$ cat src/sv/bpht_queue.sv
module bpht_queue #(
  parameter int WIDTH = 8
) (
  input  logic             clk,
  input  logic             rst,
  input  logic             push,
  input  logic [WIDTH-1:0] push_data,
  output logic             push_ready,
  input  logic             pop,
  output logic [WIDTH-1:0] pop_data,
  output logic             pop_valid
);
  logic [WIDTH-1:0] entries [2];
  logic             wr_ptr;
  logic             rd_ptr;
  logic [1:0]       fill;
  logic             do_push;
  logic             do_pop;

  assign push_ready = (fill != 2'd2);
  assign pop_valid  = (fill != 2'd0);
  assign pop_data   = entries[rd_ptr];
  assign do_push    = push && push_ready;
  assign do_pop     = pop && pop_valid;

  always_ff @(posedge clk) begin
    if (rst) begin
      wr_ptr <= 1'b0;
      rd_ptr <= 1'b0;
      fill   <= 2'd0;
    end else begin
      if (do_push) wr_ptr <= !wr_ptr;
      if (do_pop)  rd_ptr <= !rd_ptr;
      fill <= fill + 2'(do_push) - 2'(do_pop);
    end
    if (do_push) entries[wr_ptr] <= push_data;
  end

endmodule

$ cat config.mk
export PLATFORM = sky130hd
export DESIGN_NAME = bpht_queue
export DESIGN_NICKNAME = d
export VERILOG_FILES = /design/src/sv/bpht_queue.sv
export SDC_FILE = /design/constraint.sdc
export NUM_CORES = 1
export LEC_CHECK = 0
export BUFFER_PORTS_ARGS = -buffer_cell sky130_fd_sc_hd__buf_2
export CAP_MARGIN = 10
export CORE_MARGIN = 1
export CORE_UTILIZATION = 53
export DETAILED_ROUTE_END_ITERATION = 8
export PLACE_DENSITY = 0.84
export SETUP_SLACK_MARGIN = 0.3
export SLEW_MARGIN = 25
export SYNTH_ARGS = -nofsm -noshare
export SYNTH_HDL_FRONTEND = slang
export SYNTH_SLANG_ARGS = --single-unit
$ cat constraint.sdc
create_clock -name clk -period 2.1 [get_ports clk]
set_clock_uncertainty 0.1 [all_clocks]
set_input_delay 0.42 -clock clk [delete_from_list [all_inputs] [get_ports clk]]
set_output_delay 0.42 -clock clk [all_outputs]
set_load 0.02 [all_outputs]
==> flow_metrics.py <==
metrics = {
    "run_status": {
        "status": "completed",
    },
    "placed_design": {
        "port_buffers": 21,
        "gp_congestion": 0.688,
        "dpl.hpwl_um": 939,
    },
    "sta": {
        "fin_crit_sh": 0.823,
        "worst_hold_slack_ns": 0.208,
        "rsz0062_at_grt": "no",
        "max_freq_mhz": 578,
        "slew_headroom": 0.752,
        "tns_ns": 0,
        "final-hold-violation-count": 0,
        "slew_violations": 0,
        "timing.final.crit_period_ns": 1.73,
        "setup_viol": 0,
        "worst_slew_pin_slew_ns": 0.373,
    },
    "synthesis": {
        "syn_nets": 67,
        "yosys_warnings": 0,
        "syn_area_um2": 832,
        "ys_seq_area_frac": 0.698,
        "postSynthCellCount": 54,
        "ys_ff_latch": 21,
        "synth_cell_types": 23,
        "synth.avg_cell_area_um2": 15.4,
    },
    "floorplan": {
        "fp.dieW_um": 41.6,
        "core_um2": 1380,
        "dieArea_um2": 1730,
        "initial_core_util": 0.602,
        "io-pin-count": 22,
        "rows": 13,
        "die_h_um": 41.6,
    },
    "cells_and_area": {
        "n_fill_cell": 103,
        "final_layout_size_suffix_gt1_frac": 0.462,
        "layout_common_cells": "21 x buf_2, 16 x edfxtp_1, 8 x mux2_2",
        "final_common_cell": "buf_2",
        "synthToLayoutAreaGrowth_pct": 17.9,
        "nets": 92,
        "antennaDiodeCount": 0,
    },
    "clock_network": {
        "htreeDepth": 1,
        "cts_setup_buffers": 0,
        "cts.sinks": 21,
        "clkLatencyLatePin_ns": 0.29,
        "cts_tree": "built",
        "cts_root_buf": "clkbuf_4",
        "cts_inserted_buffers": 3,
        "cts_buffer_depth": 2,
        "path_clk_slew_ns": 0.10,
    },
    "run": {
        "max-cap-violations": 0,
    },
    "route": {
        "drtAntennaViolNets": 0,
        "avgViaCountPerCell": 5.39,
        "drt_first_pass_iters": 4,
        "drcViolationCount": 0,
        "drt_wl_total_mm": 1.23,
        "wl_per_cell_um": 13.2,
        "drt_iter0_drc": 8,
        "routed-via-count": 501,
    },
    "min_path": {
        "hold_path.class": "input pin to flop",
    },
    "power_and_ir_drop": {
        "power_uw": 1020,
        "p_leak_uw": 0.000392,
        "combPwrFrac": 0.277,
        "pwr-share-clk": 0.177,
        "ir_worst_vdd_mv": 0.562,
        "p_int_uw": 717,
        "p_sw_uw": 298,
        "power_density_nw_per_um2": 1030,
        "seqPwrFrac": 0.546,
        "switching_share": 0.294,
    },
    "worst_setup_path": {
        "cp.required_ns": 1.58,
        "worstSetupPathType": "flop to output port",
        "worstSetupStartpointType": "flop",
        "cp_max_fo": 8,
        "endpoint_kind": "output port",
        "cp.arrival_ns": 1.21,
    },
    "grt": {
        "track_usage": 0.166,
        "grt_first_pass_wirelength_mm": 2.08,
        "grt_max_degree": 12,
        "antenna_found_initial": 0,
        "first_global_vias": 507,
        "gr-total-overflow": 0,
    },
}
## metrics by stage
step	utilization	std cells	cell area, µm²	setup WS, ns
2_1_floorplan	-	54	832	0.581
3_3_place_gp	0.688	89	951	0.434
3_5_place_dp	0.688	89	951	0.349
4_1_cts	0.710	93	981	0.333
5_1_grt	0.710	93	981	0.312
6_report	0.710	93	981	0.371
## what timing repair did
item,CTS,global route
hold buffers,0,0
endpoints found under the hold margin,0,0
resized for setup,2,0
endpoints found under the setup margin,8,0
## power by group through the flow
stage / combinational (µW) / sequential, µW / clock, µW
6_report: 281 / 554 / 180
5_1_grt: 308 / 564 / 206
3_3_place_gp: 276 / 556 / 0
3_5_place_dp: 285 / 563 / 0
2_1_floorplan: 223 / 537 / 0
4_1_cts: 287 / 555 / 192
## per-layer routing
metal / GRT usage / vias up / routed length (µm)
li1: - / 248 / -
met1: 0.174 / 237 / 491
met2: 0.313 / 14 / 663
met3: 0.0304 / 2 / 55
met4: 0.0774 / 0 / 19
met5: 0 / - / 0
## final timing paths
path,end,depth (start not counted),startpoint,slack (ns)
setup / recovery,pop_data[4],2,flop,0.37
setup reg to reg,fill[1]$_SDFF_PP0_,6,fill[1]$_SDFF_PP0_,0.50
hold reg to reg,rd_ptr$_SDFFE_PP0P_,2,rd_ptr$_SDFFE_PP0P_,0.42
hold / removal,entries[1][6]$_DFFE_PP_,1,push_data[6],0.21
## cell usage after synthesis
cell type  number  area (µm²)
and2b_1         1        7.51
a21oi_1         1        5.00
buf_2           1        5.00
edfxtp_1       16         480
nand3b_1        1        7.51
nand3_1         1        5.00
o31a_1          1        8.76
nor4_1          1        6.26
nor4bb_1        1        10.0
nand2b_1        1        6.26
mux2_2          8        90.1
xor2_1          1        8.76
and3_1          2        12.5
o21ba_2         1        10.0
o21ai_0         2        10.0
nor3_1          1        5.00
nor2b_1         1        6.26
dfxtp_1         5         100
inv_1           1        3.75
nor2_1          4        15.0
a21bo_2         1        10.0
ha_1            1        12.5
or2_2           1        6.26
## critical path, stage by stage (launching register included)
cell and delay [ns]:
dfxtp_4 0.42, mux2_2 0.34, buf_2 0.16
## registers in the layout, indices dropped and copies added, names as in the netlist, named ones only
register and count:
entries 16, fill 2, rd_ptr 1, wr_ptr 1
## logic make-up (layout without fill, tap and decap cells)
group,Yosys count,count (layout),share of synthesized area
buffers and inverters,2,26,0.0105
XOR/XNOR,1,1,0.0105
adder cells (fa/ha/maj),1,1,0.0150
AND/OR/NAND/NOR,15,15,0.105
flip-flops,21,21,0.698
multiplexers,8,8,0.108
AO/OA/AOI/OAI,6,6,0.0526
## cell type report
type                    instances  area [µm²]  share of cell area
flip-flops and latches         21         584               0.596
inverters                       1        3.75             0.00383
multi-input cells              31         243               0.247
repair buffers                 21         105               0.107
well taps                      15        18.8              0.0191
clock buffers                   4        26.3              0.0268
Note: power is estimated with default switching activity, not from simulation.
