==> src/sv/bpht_pkg.sv <==
package bpht_pkg;

  localparam int DEF_TABLE_SLOTS = 256;
  localparam int DATA_W          = 32;
  localparam int DIST_W          = 6;
  localparam int STATUS_W        = 3;
  localparam int COUNT_OUT_W     = 9;

  // request codes
  localparam logic [1:0] REQ_LOOKUP = 2'd0;
  localparam logic [1:0] REQ_INSERT = 2'd1;
  localparam logic [1:0] REQ_DELETE = 2'd2;

  // response status codes
  localparam logic [STATUS_W-1:0] ST_HIT  = 3'd0;
  localparam logic [STATUS_W-1:0] ST_MISS = 3'd1;
  localparam logic [STATUS_W-1:0] ST_NEW  = 3'd2;
  localparam logic [STATUS_W-1:0] ST_UPD  = 3'd3;
  localparam logic [STATUS_W-1:0] ST_OVF  = 3'd4;

  localparam logic [DATA_W-1:0] HASH_MASK31 = 32'h7FFF_FFFF;

  typedef struct packed {
    logic [1:0]        req_type;
    logic [DATA_W-1:0] key;
    logic [DATA_W-1:0] value;
    logic [DATA_W-1:0] default_value;
  } bpht_item_t;

  localparam int ITEM_W = $bits(bpht_item_t);

  // 32-bit integer mix; the multiply by 2057 is shift-and-add
  function automatic logic [DATA_W-1:0] mix32(input logic [DATA_W-1:0] x);
    logic [DATA_W-1:0] a;
    a = ~x + (x << 15);
    a = a ^ (a >> 12);
    a = a + (a << 2);
    a = a ^ (a >> 4);
    a = a + (a << 3) + (a << 11);
    a = a ^ (a >> 16);
    return a & HASH_MASK31;
  endfunction

endpackage

==> src/sv/bpht_ifs.sv <==
interface bpht_req_if;
  logic               valid;
  logic               ready;
  logic [1:0]         req_type;
  logic signed [31:0] key;
  logic signed [31:0] value;
  logic signed [31:0] default_value;

  modport source (output valid, req_type, key, value, default_value, input ready);
  modport sink   (input valid, req_type, key, value, default_value, output ready);
endinterface


==> src/sv/bpht_front.sv <==
module bpht_front #(
  parameter int TABLE_SLOTS = 256,
  parameter int IDX_W       = $clog2(TABLE_SLOTS)
) (
  input  logic                                clk,
  input  logic                                rst,
  bpht_req_if.sink                            req,
  output logic                                push,
  output logic [bpht_pkg::ITEM_W+IDX_W-1:0]   push_data,
  input  logic                                push_ready
);
  import bpht_pkg::*;

  logic       item_valid;
  bpht_item_t item;
  logic [DATA_W-1:0] hash;

  // input stage: refill whenever empty or draining into the queue
  assign req.ready = !item_valid || push_ready;

  always_ff @(posedge clk) begin
    if (rst) begin
      item_valid <= 1'b0;
    end else if (req.ready) begin
      item_valid <= req.valid;
    end
    if (req.valid && req.ready) begin
      item <= '{req_type: req.req_type, key: req.key, value: req.value,
                default_value: req.default_value};
    end
  end

  // home slot classification
  assign hash      = mix32(item.key);
  assign push      = item_valid;
  assign push_data = {item, hash[IDX_W-1:0]};

endmodule

==> src/flat_wrapper.sv <==
// flat-port wrapper written by rule: the top's interface ports become plain ports
module bpht_front_flat import bpht_pkg::*;
#(
  parameter int TABLE_SLOTS = 256,
  parameter int IDX_W       = $clog2(TABLE_SLOTS)
)
  (clk, rst, push, push_data, push_ready, req_valid, req_req_type, req_key, req_value, req_default_value, req_ready);
  bpht_req_if req_i ();
  input  logic clk;
  input  logic rst;
  output logic push;
  output logic [bpht_pkg::ITEM_W+IDX_W-1:0] push_data;
  input  logic push_ready;
  input wire logic [$bits(req_i.valid)-1:0] req_valid;
  input wire logic [$bits(req_i.req_type)-1:0] req_req_type;
  input wire logic [$bits(req_i.key)-1:0] req_key;
  input wire logic [$bits(req_i.value)-1:0] req_value;
  input wire logic [$bits(req_i.default_value)-1:0] req_default_value;
  output wire logic [$bits(req_i.ready)-1:0] req_ready;
  assign req_i.valid = req_valid;
  assign req_i.req_type = req_req_type;
  assign req_i.key = req_key;
  assign req_i.value = req_value;
  assign req_i.default_value = req_default_value;
  assign req_ready = req_i.ready;
  bpht_front #(.TABLE_SLOTS(TABLE_SLOTS), .IDX_W(IDX_W)) u_core (.clk(clk), .rst(rst), .req(req_i), .push(push), .push_data(push_data), .push_ready(push_ready));
endmodule
==> config.mk <==
export PLATFORM = sky130hd
export DESIGN_NAME = bpht_front_flat
export DESIGN_NICKNAME = d
export VERILOG_FILES = /design/src/sv/bpht_pkg.sv /design/src/sv/bpht_ifs.sv /design/src/sv/bpht_front.sv /design/src/flat_wrapper.sv
export SDC_FILE = /design/constraint.sdc
export NUM_CORES = 1
export LEC_CHECK = 0
export BUFFER_PORTS_ARGS = -buffer_cell sky130_fd_sc_hd__buf_2
export CORE_ASPECT_RATIO = 1.25
export CORE_MARGIN = 1
export CORE_UTILIZATION = 36
export DETAILED_ROUTE_END_ITERATION = 6
export GPL_ROUTABILITY_DRIVEN = 0
export PLACE_DENSITY = 0.59
export SKIP_LAST_GASP = 1
export SLEW_MARGIN = 10
export SYNTH_ARGS = -nofsm -noshare
export SYNTH_HDL_FRONTEND = slang
export SYNTH_SLANG_ARGS = --single-unit
==> constraint.sdc <==
create_clock -name clk -period 10.55 [get_ports clk]
set_input_delay 2.11 -clock clk [delete_from_list [all_inputs] [get_ports clk]]
set_output_delay 2.11 -clock clk [all_outputs]
set_load 0.03 [all_outputs]
==> results of run 1 <==
==> cells in the mapped netlist (4+ instances only) <==
cell and instances:
o21a_1 10, edfxtp_1 98, a21oi_1 33, nor2_1 19
o211ai_1 6, mux2i_1 4, a31oi_1 4, nand4_1 4
o21ai_0 22, xor2_1 37, nand2b_1 6, and2_1 7
o21bai_1 6, nor2b_1 5, a21o_1 34, or3_1 4
xnor2_1 62, and3_1 8, ha_1 67, nand2_1 11
nand3_1 4, fa_1 15, inv_1 54
==> layer usage <==
metal / vias to the layer above / routed length, µm / global-route usage (%) / share of wire [%]
met5: - / 0 / 0 / 0
met4: 0 / 416 / 6.254 / 2.4
met3: 25 / 1234 / 5.433 / 7.0
met2: 156 / 9349 / 34.39 / 53
met1: 2338 / 6589 / 18.10 / 37
li1: 2512 / - / - / -
==> stage by stage <==
step	cell area (µm²)	utilization, %	worst slack (ns)	hold slack [ns]	cells
4_1_cts	8419	46.17	0.04270	0.5437	1020
3_5_place_dp	8088	44.35	0.1824	0.5341	1003
2_1_floorplan	6755	-	0.9409	0.8595	568
5_1_grt	8549	46.88	0.002118	0.5699	1029
6_report	8552	46.90	0.5219	0.5447	1030
3_3_place_gp	8088	44.35	0.3329	0.5512	1003
==> cells by family (layout without fill, tap and decap cells) <==
group,count (synthesis),in the layout,share of synthesized area (%)
simple gates,79,79,6.335
buf+inv,58,290,3.241
compound gates,142,142,15.17
other cells,0,2,0
xor+xnor,103,103,13.80
flops,99,99,43.86
mux,4,4,0.5927
fa+ha+maj,83,83,17.00
==> layout by cell type, fill, tap and decap left out, drive strengths merged, types with 2 or more instances in the layout <==
cell	n
a31o	3
xor2	38
ha	67
a31oi	4
nand2b	6
a41oi	3
a21o	37
buf	220
clkbuf	10
nor2	19
and3	8
clkinv	2
o311ai	2
o21ai	22
xnor2	65
edfxtp	98
o211ai	6
a2111oi	2
mux2i	4
nand3	4
nand4	4
and2	8
or2b	2
nor3	3
o41ai	2
inv	56
a21oi	33
fa	15
o21bai	6
nand2	11
bufinv	2
o21a	10
nor2b	5
or3	4
diode	2
a211oi	5
==> critical path: cells and delay by family (launching register included) <==
| kind | cells | cell delay, ns |
|---|---|---|
| AO/OA/AOI/OAI | 10 | 2.29 |
| flip-flops | 1 | 0.44 |
| adder cells (fa/ha/maj) | 5 | 1.73 |
| AND/OR/NAND/NOR | 4 | 1.02 |
| buffers and inverters | 4 | 0.48 |
| XOR/XNOR | 9 | 1.61 |
==> worst min path at each step <==
stage	start	slack [ns]	end
global placement	u_core.push	0.55	u_core.push
finish	u_core.push	0.54	u_core.push
detailed placement	u_core.push	0.53	u_core.push
CTS	u_core.push	0.54	u_core.push
floorplan	u_core.push	0.86	u_core.push
global route	u_core.push	0.57	u_core.push
==> registers in the layout, summed over array words and instances (netlist names) <==
signal / flops
u_core.push_data: 98
u_core.push: 1
==> area by class of cell <==
class / count / area, µm²
Antenna cell: 2 / 5.005
Clock buffer: 10 / 229.0
Clock inverter: 6 / 87.58
Fill cell: 1753 / 9684
Inverter: 54 / 202.7
Multi-Input combinational cell: 411 / 3651
Sequential cell: 99 / 2963
Tap cell: 228 / 285.3
Timing Repair Buffer: 220 / 1129
==> timing repair <==
item / CTS / global route
endpoints found under the hold margin: 0 / 0
endpoints found under the setup margin: 1 / 1
gates resized for setup: 1 / 13
pin swaps: 1 / 5
setup buffers: 1 / 8
==> run summary, run 1 <==
Minimum clock period - 10.03 ns
Vias per cell - 4.884
Wire length per cell - 17.08 µm
R2R depth - 3
Pin count of the biggest net entering global routing - 54
First-iteration detailed-routing DRC count - 221
Starting Density - 37.04%
Final setup vio count - 0
R2r setup slk - 8.54 ns
Nets@finish - 979
CP max stage delay - 0.63 ns
Total CTS buffers - 9
Cells after synthesis - 568
Clk pin slew, worst setup/hold paths - 0.07 ns
CP max stage cell - or4b_2
R2R Path Start - u_core.push
Vias in the first global route - 5,043
Die Wd - 124.5 µm
Syn avg cell area - 11.89 µm²
Row cnt - 55
Number of flops mapped to enable cells by yosys - 98
Maximum clock rate - 0.09972 GHz
Final Hold Fails - 0
Fraction of layout cells with a size suffix above 1 - 33.25%
Critical path fanouts, max - 3
CTS tree - yes
Most used DFF post-synth - edfxtp_1
Via count - 5,031
Sequential cell area fraction in the yosys report - 43.86%
Crit share post-route - 95.05%
Largest area contributor in the netlist - edfxtp_1
Iteration count of the initial detailed-routing pass - 4
Htree depth - 3
HP Class - reg2reg
TNS Setup - 0 ns
Clk_skew - 0.005796 ns
Rel. slew slack - 56.60%
Pins Over Slew Limit - 0
Synth top area share - 43.56%
HPWL after DPL - 15.06 mm
CP Capture Point - push_data[7]
Crit end category - output port
RR Endpoint - u_core.push_data[95]
Cell mode on critical path - xnor2_2
Post-synthesis net count - 752
Area Growth Syn to Fin - 26.60%
I/O pin cnt - 210
# DRC - 0
DIE AREA - 19,320 µm²
Outcome - finished clean
Die Y - 155.2 µm
Mapped cell area - 6755 µm²
Yosys cell types - 57
Data arrival time of the worst path - 7.92 ns
Cts hold-fix bufs - 0
Seq cells post-synth - 99
Antenna violations before repair - 1
PortBufs - 209
YS warnings - 0
Total GRT Usage - 17.90%
RSZ-0062 raised after global routing - false
Slew @ Worst Pin - 0.6510 ns
Global-route wire length before repair - 26.47 mm
Routed Antenna Nets - 0
Post-Route WL - 17.59 mm
Startpoint types - flop
Worst setup path start - u_core.push_data[72]
Longest Clk Path Bufs - 2
Worst-Skew Late Latency - 0.34 ns
CTS sink count - 99
Max cap viols - 0
Synth area leaders - edfxtp_1 44%, ha_1 12%, xnor2_1 8.0%, xor2_1 4.8%, fa_1 4.4%
Total grt overflow - 0
WHS Path Cells - 2
Core Area - 18,240 µm²
Critical Path RT - 8.44 ns
Critical path type - reg2out
Clock tree root driver cell - clkbuf_16
Share of flip-flops with an asynchronous set or reset - 0%
Power of run 1 is left out: the tool's default activity adds up to more than one toggle a clock period on the data nets, which glitch-free logic cannot reach.
==> run 2: changes to the inputs <==
--- a/config.mk
+++ b/config.mk
@@ -8,10 +8,10 @@
 export BUFFER_PORTS_ARGS = -buffer_cell sky130_fd_sc_hd__buf_2
 export CORE_ASPECT_RATIO = 1.25
 export CORE_MARGIN = 1
-export CORE_UTILIZATION = 36
+export CORE_UTILIZATION = 43
 export DETAILED_ROUTE_END_ITERATION = 6
 export GPL_ROUTABILITY_DRIVEN = 0
-export PLACE_DENSITY = 0.59
+export PLACE_DENSITY = 0.68
 export SKIP_LAST_GASP = 1
 export SLEW_MARGIN = 10
 export SYNTH_ARGS = -nofsm -noshare
==> run 2 against run 1 <==
  * First-iteration DRC count increased by 16%
  * Clock skew fell by 0.0020 ns
  * Critical path type unchanged
  * Highest routed layer unchanged
  * Flip-flop and latch count unchanged
==> run summary, run 2 (synthesis results as in run 1) <==
I/O pin cnt - 210
Routed Antenna Nets - 0
Rel. slew slack - 40.31%
Wire length per cell - 17.77 µm
Cts hold-fix bufs - 0
Area Growth Syn to Fin - 25.15%
Design Area, Final - 8454 µm²
Via count - 5,187
Antenna violations before repair - 2
Critical Path RT - 8.44 ns
DIE AREA - 16,220 µm²
PortBufs - 209
Final setup vio count - 0
First-iteration detailed-routing DRC count - 257
Post-Route WL - 17.82 mm
Htree depth - 3
Minimum clock period - 10.21 ns
TNS Setup - 0 ns
Most frequent cells in the layout - 209 x buf_2, 98 x edfxtp_1, 67 x ha_1
Core Area - 15,140 µm²
Vias in the first global route - 5,452
Max cap viols - 0
Fillers - 1,337
Iteration count of the initial detailed-routing pass - 4
Total CTS buffers - 9
Crit end category - output port
Clk pin slew, worst setup/hold paths - 0.06 ns
Slew @ Worst Pin - 0.8953 ns
RSZ-0062 raised after global routing - false
CP max stage delay - 0.61 ns
Pin count of the biggest net entering global routing - 77
CTS sink count - 99
Starting Density - 44.62%
Longest Clk Path Bufs - 2
Pins Over Slew Limit - 0
Area of the multi-input gates - 3656 µm²
Clock tree root driver cell - clkbuf_16
Hold WS - 0.5404 ns
Row cnt - 50
Die Y - 142.1 µm
Critical path type - reg2out
Crit share post-route - 96.75%
Largest register FFs - 98
CP max stage cell - or4b_2
Seq. cell area - 2963 µm²
Die Wd - 114.1 µm
Total grt overflow - 0
# DRC - 0
Vias per cell - 5.171
Critical path fanouts, max - 3
Startpoint types - flop
Cell mode on critical path - xnor2_1
Finished Core Util - 55.84%
Placement-stage cell area - 8055 µm²
Nets@finish - 972
HP Class - reg2reg
Final Hold Fails - 0
Clk_skew - 0.003784 ns
HPWL after DPL - 14.95 mm
Global-route wire length before repair - 27.19 mm
Commonest non-fill, non-tap cell in the layout - buf_2
Maximum clock rate - 0.09798 GHz
Outcome - finished clean
Data arrival time of the worst path - 8.10 ns
Fraction of layout cells with a size suffix above 1 - 32.53%
Worst-Skew Late Latency - 0.33 ns
Total GRT Usage - 22.17%
CTS tree - yes
[run 2: cell types whose count changed in the layout (fill, tap and decap cells not counted), sizes merged]
cell      change
clkbuf        -1
clkinvlp      +1
clkinv        +1
bufinv        -1
buf           -7
[run 2: repair_timing]
| action | in CTS | in global routing |
|---|---|---|
| setup endpoints to repair | 1 | 1 |
| gates resized for setup | 1 | 13 |
| buffers inserted | 0 | 3 |
| pin swaps | 0 | 2 |
[run 2: critical path, delay by kind of cell, from the launching register on]
kind / cells / cell delay (ns)
flops: 1 / 0.43
compound gates: 13 / 2.88
simple gates: 2 / 0.73
fa+ha+maj: 5 / 1.80
buf+inv: 2 / 0.33
xor+xnor: 8 / 1.61
[run 2: worst paths after layout]
path                        startpoint                    to  slack (ns)  cells after the start
setup / recovery  u_core.push_data[72]          push_data[7]        0.34                     30
hold / removal             u_core.push           u_core.push        0.54                      2
setup reg to reg           u_core.push  u_core.push_data[84]        8.60                      3
hold reg to reg            u_core.push           u_core.push        0.54                      2
[run 2: area by class of cell]
cell class	instances	share of cell area, %
well taps	208	3.078
repair buffers	213	12.73
diodes	2	0.05920
flip-flops and latches	99	35.05
inverters	54	2.398
clock buffers	9	2.664
multi-input cells	411	43.24
clock inverters	7	0.7844
[run 2: metrics by stage]
step,cells,setup WS (ns)
floorplan,568,0.9409
global placement,982,0.6112
detailed placement,982,0.2920
CTS,998,0.1086
global route,1003,0.02758
finish,1003,0.3433
[run 2: routing by layer]
metal  vias up  global-route usage (%)  part of all wire (%)
li1       2511                       -                     -
met1      2427                   23.12                    38
met4         0                   9.159                   2.9
met3        37                   5.153                   6.5
met2       212                   42.11                    53
met5         -                       0                     0
Power of run 2 is left out for the same reason.
